## src/hdl/dcc_pkg.sv

```systemverilog
// Package: shared types, constants and month length function for the day count converter.
`timescale 1ns / 1ps
package dcc_pkg;

  localparam int unsigned DAY_COUNT_W = 16;
  localparam int unsigned DAY_W       = 5;
  localparam int unsigned MONTH_W     = 4;
  localparam int unsigned YEAR_W      = 12;

  localparam logic [YEAR_W-1:0] BASE_YEAR   = 12'd1978;
  // 1978 mod 100 and 1978 mod 400
  localparam logic [6:0]        BASE_MOD100 = 7'd78;
  localparam logic [8:0]        BASE_MOD400 = 9'd378;
  localparam logic [6:0]        MOD100_LAST = 7'd99;
  localparam logic [8:0]        MOD400_LAST = 9'd399;

  localparam logic [8:0] DAYS_YEAR = 9'd365;
  localparam logic [8:0] DAYS_LEAP = 9'd366;

  localparam logic [MONTH_W-1:0] MONTH_JAN = 4'd1;
  localparam logic [MONTH_W-1:0] MONTH_FEB = 4'd2;
  localparam logic [MONTH_W-1:0] MONTH_APR = 4'd4;
  localparam logic [MONTH_W-1:0] MONTH_JUN = 4'd6;
  localparam logic [MONTH_W-1:0] MONTH_SEP = 4'd9;
  localparam logic [MONTH_W-1:0] MONTH_NOV = 4'd11;
  localparam logic [MONTH_W-1:0] MONTH_DEC = 4'd12;

  localparam logic [DAY_W-1:0] LEN_FEB      = 5'd28;
  localparam logic [DAY_W-1:0] LEN_FEB_LEAP = 5'd29;
  localparam logic [DAY_W-1:0] LEN_SHORT    = 5'd30;
  localparam logic [DAY_W-1:0] LEN_LONG     = 5'd31;

  typedef enum logic [1:0] {
    ST_IDLE,
    ST_YEARS,
    ST_MONTHS,
    ST_EMIT
  } dcc_state_t;

  typedef struct packed {
    logic load;
    logic year_step;
    logic month_step;
    logic emit;
  } dcc_cmd_t;

  typedef struct packed {
    logic year_more;
    logic month_more;
  } dcc_sts_t;

  function automatic logic [DAY_W-1:0] month_len(input logic [MONTH_W-1:0] m,
                                                 input logic leap);
    logic [DAY_W-1:0] len;
    if (m inside {MONTH_APR, MONTH_JUN, MONTH_SEP, MONTH_NOV}) begin
      len = LEN_SHORT;
    end else if (m == MONTH_FEB) begin
      len = leap ? LEN_FEB_LEAP : LEN_FEB;
    end else begin
      len = LEN_LONG;
    end
    return len;
  endfunction

endpackage

```

## src/hdl/day_count_to_calendar_date_unit.sv

```systemverilog
// Top level: day count to Gregorian calendar date converter.
//
// Usage: present a 16-bit day count on in_day_count with in_valid high; day 1
// is 1 January 1978 and a count of 0 reads as day 0 of January 1978. The item
// is taken at a rising edge where in_valid is high and in_stall is low. One
// result item follows on out_day_of_month, out_month_number and
// out_year_number, handed over at an edge where out_valid is high and
// out_stall is low.
// Conversion: the accepting edge loads the count; the years state then takes
// off one whole year per step until the remainder fits in a year, the months
// state takes off one whole month per step until it fits in the month or the
// month is December, and the emit state moves the result into the output
// register and raises out_valid. One item is in conversion at a time and the
// input reopens when the result is registered.
// The output register parts the channels: a new item is taken while the last
// result still waits; if the receiver stalls, the result holds and the
// finished conversion waits in the controller until the register frees.
// Reset (rst_n low, synchronous) returns the controller to idle and drops
// out_valid; no other state is kept between items.
`timescale 1ns / 1ps
module day_count_to_calendar_date_unit (
  input  logic                            clk,
  input  logic                            rst_n,
  input  logic                            in_valid,
  output logic                            in_stall,
  input  logic [dcc_pkg::DAY_COUNT_W-1:0] in_day_count,
  output logic                            out_valid,
  input  logic                            out_stall,
  output logic [dcc_pkg::DAY_W-1:0]       out_day_of_month,
  output logic [dcc_pkg::MONTH_W-1:0]     out_month_number,
  output logic [dcc_pkg::YEAR_W-1:0]      out_year_number
);
  import dcc_pkg::*;

  dcc_cmd_t cmd;
  dcc_sts_t sts;

  // Controller: walks idle, years, months, emit
  dcc_ctrl u_ctrl (
    .clk       (clk),
    .rst_n     (rst_n),
    .in_valid  (in_valid),
    .in_stall  (in_stall),
    .out_valid (out_valid),
    .out_stall (out_stall),
    .sts       (sts),
    .cmd       (cmd)
  );

  // Datapath: remainder and counters, plus the output register
  dcc_dpath u_dpath (
    .clk              (clk),
    .in_day_count     (in_day_count),
    .cmd              (cmd),
    .sts              (sts),
    .out_day_of_month (out_day_of_month),
    .out_month_number (out_month_number),
    .out_year_number  (out_year_number)
  );

  // an accepted item closes the input until its conversion is done
  a_busy_after_accept: assert property (@(posedge clk) disable iff (!rst_n)
    (in_valid && !in_stall) |=> in_stall)
    else $error("input not closed after accepting an item");

  a_month_range: assert property (@(posedge clk) disable iff (!rst_n)
    out_valid |-> (out_month_number >= MONTH_JAN) && (out_month_number <= MONTH_DEC))
    else $error("month out of range");

  a_year_range: assert property (@(posedge clk) disable iff (!rst_n)
    out_valid |-> (out_year_number >= BASE_YEAR) && (out_year_number <= 12'd2157))
    else $error("year out of range");

  a_reset_clears: assert property (@(posedge clk)
    !rst_n |=> !out_valid)
    else $error("result valid after reset");

endmodule

```

## src/hdl/dcc_ctrl.sv

```systemverilog
// Controller: sequences load, year stepping, month stepping and result hand-off.
`timescale 1ns / 1ps
module dcc_ctrl (
  input  logic              clk,
  input  logic              rst_n,
  input  logic              in_valid,
  output logic              in_stall,
  output logic              out_valid,
  input  logic              out_stall,
  input  dcc_pkg::dcc_sts_t sts,
  output dcc_pkg::dcc_cmd_t cmd
);
  import dcc_pkg::*;

  dcc_state_t state_r, state_nxt;
  logic       out_valid_r, out_valid_nxt;

  always_ff @(posedge clk) begin
    if (!rst_n) begin
      state_r     <= ST_IDLE;
      out_valid_r <= 1'b0;
    end else begin
      state_r     <= state_nxt;
      out_valid_r <= out_valid_nxt;
    end
  end

  always_comb begin
    state_nxt = state_r;
    cmd       = '0;
    in_stall  = (state_r != ST_IDLE);
    case (state_r)
      ST_IDLE: begin
        if (in_valid) begin
          cmd.load  = 1'b1;
          state_nxt = ST_YEARS;
        end
      end
      ST_YEARS: begin
        if (sts.year_more) begin
          cmd.year_step = 1'b1;
        end else begin
          state_nxt = ST_MONTHS;
        end
      end
      ST_MONTHS: begin
        if (sts.month_more) begin
          cmd.month_step = 1'b1;
        end else begin
          state_nxt = ST_EMIT;
        end
      end
      ST_EMIT: begin
        // hold until the output register is free or being taken
        if (!out_valid_r || !out_stall) begin
          cmd.emit  = 1'b1;
          state_nxt = ST_IDLE;
        end
      end
      default: begin
        state_nxt = ST_IDLE;
      end
    endcase
    if (cmd.emit) begin
      out_valid_nxt = 1'b1;
    end else if (!out_stall) begin
      out_valid_nxt = 1'b0;
    end else begin
      out_valid_nxt = out_valid_r;
    end
  end

  assign out_valid = out_valid_r;

endmodule

```

## src/hdl/dcc_dpath.sv

```systemverilog
// Datapath: remainder, year and month counters, leap test and output register.
`timescale 1ns / 1ps
module dcc_dpath (
  input  logic                                clk,
  input  logic [dcc_pkg::DAY_COUNT_W-1:0]     in_day_count,
  input  dcc_pkg::dcc_cmd_t                   cmd,
  output dcc_pkg::dcc_sts_t                   sts,
  output logic [dcc_pkg::DAY_W-1:0]           out_day_of_month,
  output logic [dcc_pkg::MONTH_W-1:0]         out_month_number,
  output logic [dcc_pkg::YEAR_W-1:0]          out_year_number
);
  import dcc_pkg::*;

  logic [DAY_COUNT_W-1:0] rem_r;
  logic [YEAR_W-1:0]      year_r;
  logic [6:0]             mod100_r;
  logic [8:0]             mod400_r;
  logic [MONTH_W-1:0]     month_r;
  logic [DAY_W-1:0]       day_out_r;
  logic [MONTH_W-1:0]     month_out_r;
  logic [YEAR_W-1:0]      year_out_r;

  logic                   leap;
  logic [8:0]             year_len;
  logic [DAY_W-1:0]       mon_len;

  // divisible by 4 and not by 100, or divisible by 400
  assign leap     = ((year_r[1:0] == 2'b00) && (mod100_r != 7'd0)) || (mod400_r == 9'd0);
  assign year_len = leap ? DAYS_LEAP : DAYS_YEAR;
  assign mon_len  = month_len(month_r, leap);

  always_comb begin
    sts.year_more  = (rem_r > {7'd0, DAYS_YEAR}) &&
                     ((rem_r != {7'd0, DAYS_LEAP}) || !leap);
    sts.month_more = (rem_r > {11'd0, mon_len}) && (month_r < MONTH_DEC);
  end

  always_ff @(posedge clk) begin
    if (cmd.load) begin
      rem_r    <= in_day_count;
      year_r   <= BASE_YEAR;
      mod100_r <= BASE_MOD100;
      mod400_r <= BASE_MOD400;
      month_r  <= MONTH_JAN;
    end else if (cmd.year_step) begin
      rem_r    <= rem_r - {7'd0, year_len};
      year_r   <= year_r + 12'd1;
      mod100_r <= (mod100_r == MOD100_LAST) ? 7'd0 : mod100_r + 7'd1;
      mod400_r <= (mod400_r == MOD400_LAST) ? 9'd0 : mod400_r + 9'd1;
    end else if (cmd.month_step) begin
      rem_r   <= rem_r - {11'd0, mon_len};
      month_r <= month_r + 4'd1;
    end
    if (cmd.emit) begin
      day_out_r   <= rem_r[DAY_W-1:0];
      month_out_r <= month_r;
      year_out_r  <= year_r;
    end
  end

  assign out_day_of_month = day_out_r;
  assign out_month_number = month_out_r;
  assign out_year_number  = year_out_r;

endmodule

```

## config.mk

```make
export PLATFORM = sky130hd
export DESIGN_NAME = day_count_to_calendar_date_unit
export DESIGN_NICKNAME = d
export VERILOG_FILES = /design/src/hdl/dcc_pkg.sv /design/src/hdl/day_count_to_calendar_date_unit.sv /design/src/hdl/dcc_ctrl.sv /design/src/hdl/dcc_dpath.sv
export SDC_FILE = /design/constraint.sdc
export NUM_CORES = 1
export LEC_CHECK = 0
export BUFFER_PORTS_ARGS = -buffer_cell sky130_fd_sc_hd__buf_4
export CAP_MARGIN = 30
export CORE_MARGIN = 5
export CORE_UTILIZATION = 55
export CTS_CLUSTER_SIZE = 28
export DETAILED_ROUTE_END_ITERATION = 16
export PLACE_DENSITY = 0.76
export RECOVER_POWER = 25
export SLEW_MARGIN = 20
export SYNTH_ARGS = -nofsm -noshare
export SYNTH_HDL_FRONTEND = slang
export SYNTH_SLANG_ARGS = --single-unit
```

## constraint.sdc

```tcl
create_clock -name clk -period 5 [get_ports clk]
set_input_delay 0.5 -clock clk [delete_from_list [all_inputs] [get_ports clk]]
set_output_delay 0.5 -clock clk [all_outputs]
set_load 0.02 [all_outputs]
```

==> out/metrics.cfg <==
[clocking]
cts_max_path_buffers=2
post_cts_buffers=0
cts_tree=done
cts_max_level=3
clock_sinks=72
ctsResizeCount=0
cts-root-buf=clkbuf_8
hold_buffers=0
clk_pin_slew_ns=0.08
insertion_delay_ns=0.36
cts_inserted_buffers=9

[placed_design]
placement.io_buffers=42
gp_congestion=0.898
dp_hpwl_um=5750
dp.cells=521

[worst_setup_path]
reg2reg_slack_ns=1.38
endpoint_kind=flip-flop
path_class=flip-flop to flip-flop
crit_path_start_kind=flip-flop
crit_arrival_ns=3.52
worstPathMaxFanout=16
worstPathRequired_ns=4.89

[logic_synthesis]
ys_async_sr_fraction=0
synthMostInstantiatedCell=nand2_1
yosysTopAreaCellShare=0.288
syn_inst=397
ys.flop_type=edfxtp_1
synth_cell_types=51
syn_avg_cell_area_um2=9.73
synth_area_leaders=edfxtp_1 29%, dfxtp_1 18%, ha_1 6.2%
synth_top_cell_by_area=edfxtp_1
muxShareOfSynthArea=0.0369
syn_nets=438
synth.ff_latch_count=72
yosysSeqAreaShare=0.469
synth_fa_ha_area_frac=0.0719
synth-edff-count=37
syn-cell-area_um2=3860
synth_simple_gate_area_frac=0.201
synthTopCellsByCount=47 x nand2_1, 37 x edfxtp_1, 35 x dfxtp_1
synth_xor_xnor_area_share=0.0544
synth_top_family_by_area=simple AND/OR/NAND/NOR gates
yosysWarningCount=0
synth_compound_gate_area_share=0.124

[power]
clockPowerShare=0.186
ir_worst_vdd_mv=0.283
p_leak_uw=0.00170
p_per_area_nw_per_um2=577
power.total_uw=2540
pwr-share-comb=0.401
switching_share=0.408
intPower_uw=1500
p_switching_uw=1030
p_seq_frac=0.413

[layout]
area_growth_pct=14.0
n_antenna_cell=0
fin_nets=477
finalNonFillerCells=537
nFillCells=560
drive_above_1_share=0.134

[die]
die_w_um=93.8
core_region_area_um2=6830
num_rows=30
ioPinCount=43
die_h_um=93.8
die-area_um2=8800
initial_utilization=0.566

[sta]
hold_viol_final=0
slew-limit-headroom=0.498
final-setup-viol-count=0
rsz0062_at_grt=false
tightest_slew_ns=0.750
min_period_ns=3.62
finClkSkew_ns=0.0129
slew_violations=0
fmaxAchievable_mhz=276
fin_crit_sh=0.724
fin_setup_tns_ns=0

[min_path]
hp-class=input pin to flip-flop

[run]
drv_cap=0

[drt]
ant_nets=0
drt_iter0_drc=244
drc=0
vias_per_cell=5.63
totalWireLength_um=8010
dr.pass1.iters=6
via_count=3024
drt-wirelength-per-cell_um=14.9

[global_route]
grt_pass1_wl_um=13700
gr-total-overflow=0
track_usage=0.197
grt_pass1_vias=2917
grt_max_degree=36
antenna_found_initial=0

[status]
outcome=complete, no violations

==> routing by layer <==
| layer | global-route usage | vias up | part of all wire |
|---|---|---|---|
| li1 | - | 1512 | - |
| met1 | 0.266 | 1406 | 0.47 |
| met2 | 0.302 | 91 | 0.45 |
| met3 | 0.0409 | 15 | 0.059 |
| met4 | 0.0903 | 0 | 0.019 |
| met5 | 0 | - | 0 |
==> stage by stage <==
step | hold WS, ns | instance area (µm²) | utilization | setup WS [ns]
3_3_place_gp | 0.446 | 4220 | 0.617 | 1.57
5_1_grt | 0.408 | 4400 | 0.645 | 0.949
3_5_place_dp | 0.447 | 4240 | 0.621 | 1.38
2_1_floorplan | 0.421 | 3860 | - | 1.88
6_report | 0.402 | 4400 | 0.645 | 1.38
4_1_cts | 0.394 | 4450 | 0.651 | 1.36
==> registers in the layout, indices dropped and copies added (netlist names) <==
| register | flops |
|---|---|
| u_dpath.rem_r | 16 |
| u_dpath.out_year_number | 12 |
| u_dpath.year_r | 12 |
| u_dpath.mod400_r | 9 |
| u_dpath.mod100_r | 7 |
| u_dpath.out_day_of_month | 5 |
| u_dpath.month_r | 4 |
| u_dpath.out_month_number | 4 |
| u_ctrl.state_r | 2 |
| u_ctrl.out_valid | 1 |
==> cells in the final DEF, fill, tap and decap left out, drive strengths merged, types with 12 or more instances in the layout <==
| cell type | Yosys | final |
|---|---|---|
| o21ai | 21 | 21 |
| mux2i | 12 | 12 |
| edfxtp | 37 | 37 |
| inv | 20 | 23 |
| clkbuf | 10 | 20 |
| nand2 | 48 | 48 |
| buf | 7 | 34 |
| a21oi | 22 | 22 |
| xnor2 | 12 | 12 |
| nor2 | 34 | 34 |
| ha | 19 | 19 |
| dfxtp | 35 | 35 |
| xor2 | 12 | 12 |
| nand3 | 14 | 14 |
==> power groups by stage <==
stage	combinational [µW]	clock, µW	sequential, µW
floorplan	841	0	989
global placement	976	0	1050
detailed placement	1020	0	1060
CTS	1030	480	1040
global route	1150	511	1080
finish	1020	473	1050
==> cell type report <==
| type | instances | area (µm²) | share of cell area |
|---|---|---|---|
| Tap cell | 96 | 120 | 0.0273 |
| Sequential cell | 72 | 1810 | 0.411 |
| Multi-Input combinational cell | 288 | 1890 | 0.429 |
| Clock buffer | 9 | 124 | 0.0281 |
| Clock inverter | 7 | 77.6 | 0.0176 |
| Inverter | 20 | 75.1 | 0.0170 |
| Timing Repair Buffer | 45 | 308 | 0.0699 |
==> worst max-delay path, stage by stage, from the launching register on <==
cell and delay, ns:
dfxtp_1 0.36, nor3_1 0.31, and4b_1 0.29, nor2_1 0.12, nand2_1 0.09, a21oi_1 0.06
a21oi_1 0.13, ha_1 0.20, fa_1 0.21, nand4b_1 0.17, a21oi_1 0.06, o311ai_1 0.48
nand3_1 0.66
==> cells by family (layout without fill, tap and decap cells) <==
group	count (synthesis)	in the layout
compound gates	74	74
buf+inv	37	81
mux	14	14
fa+ha+maj	21	21
xor+xnor	24	24
flops	72	72
simple gates	155	155
==> path summary, 6_finish.rpt <==
path | start | cells past startpoint | to
max | u_dpath.mod400_r[4] | 12 | u_dpath.rem_r[1]
min | rst_n | 3 | u_ctrl.out_valid
max reg2reg | u_dpath.mod400_r[4] | 12 | u_dpath.rem_r[1]
min reg2reg | u_dpath.year_r[11] | 0 | u_dpath.out_year_number[11]
Power figures use the tool's default switching activity.
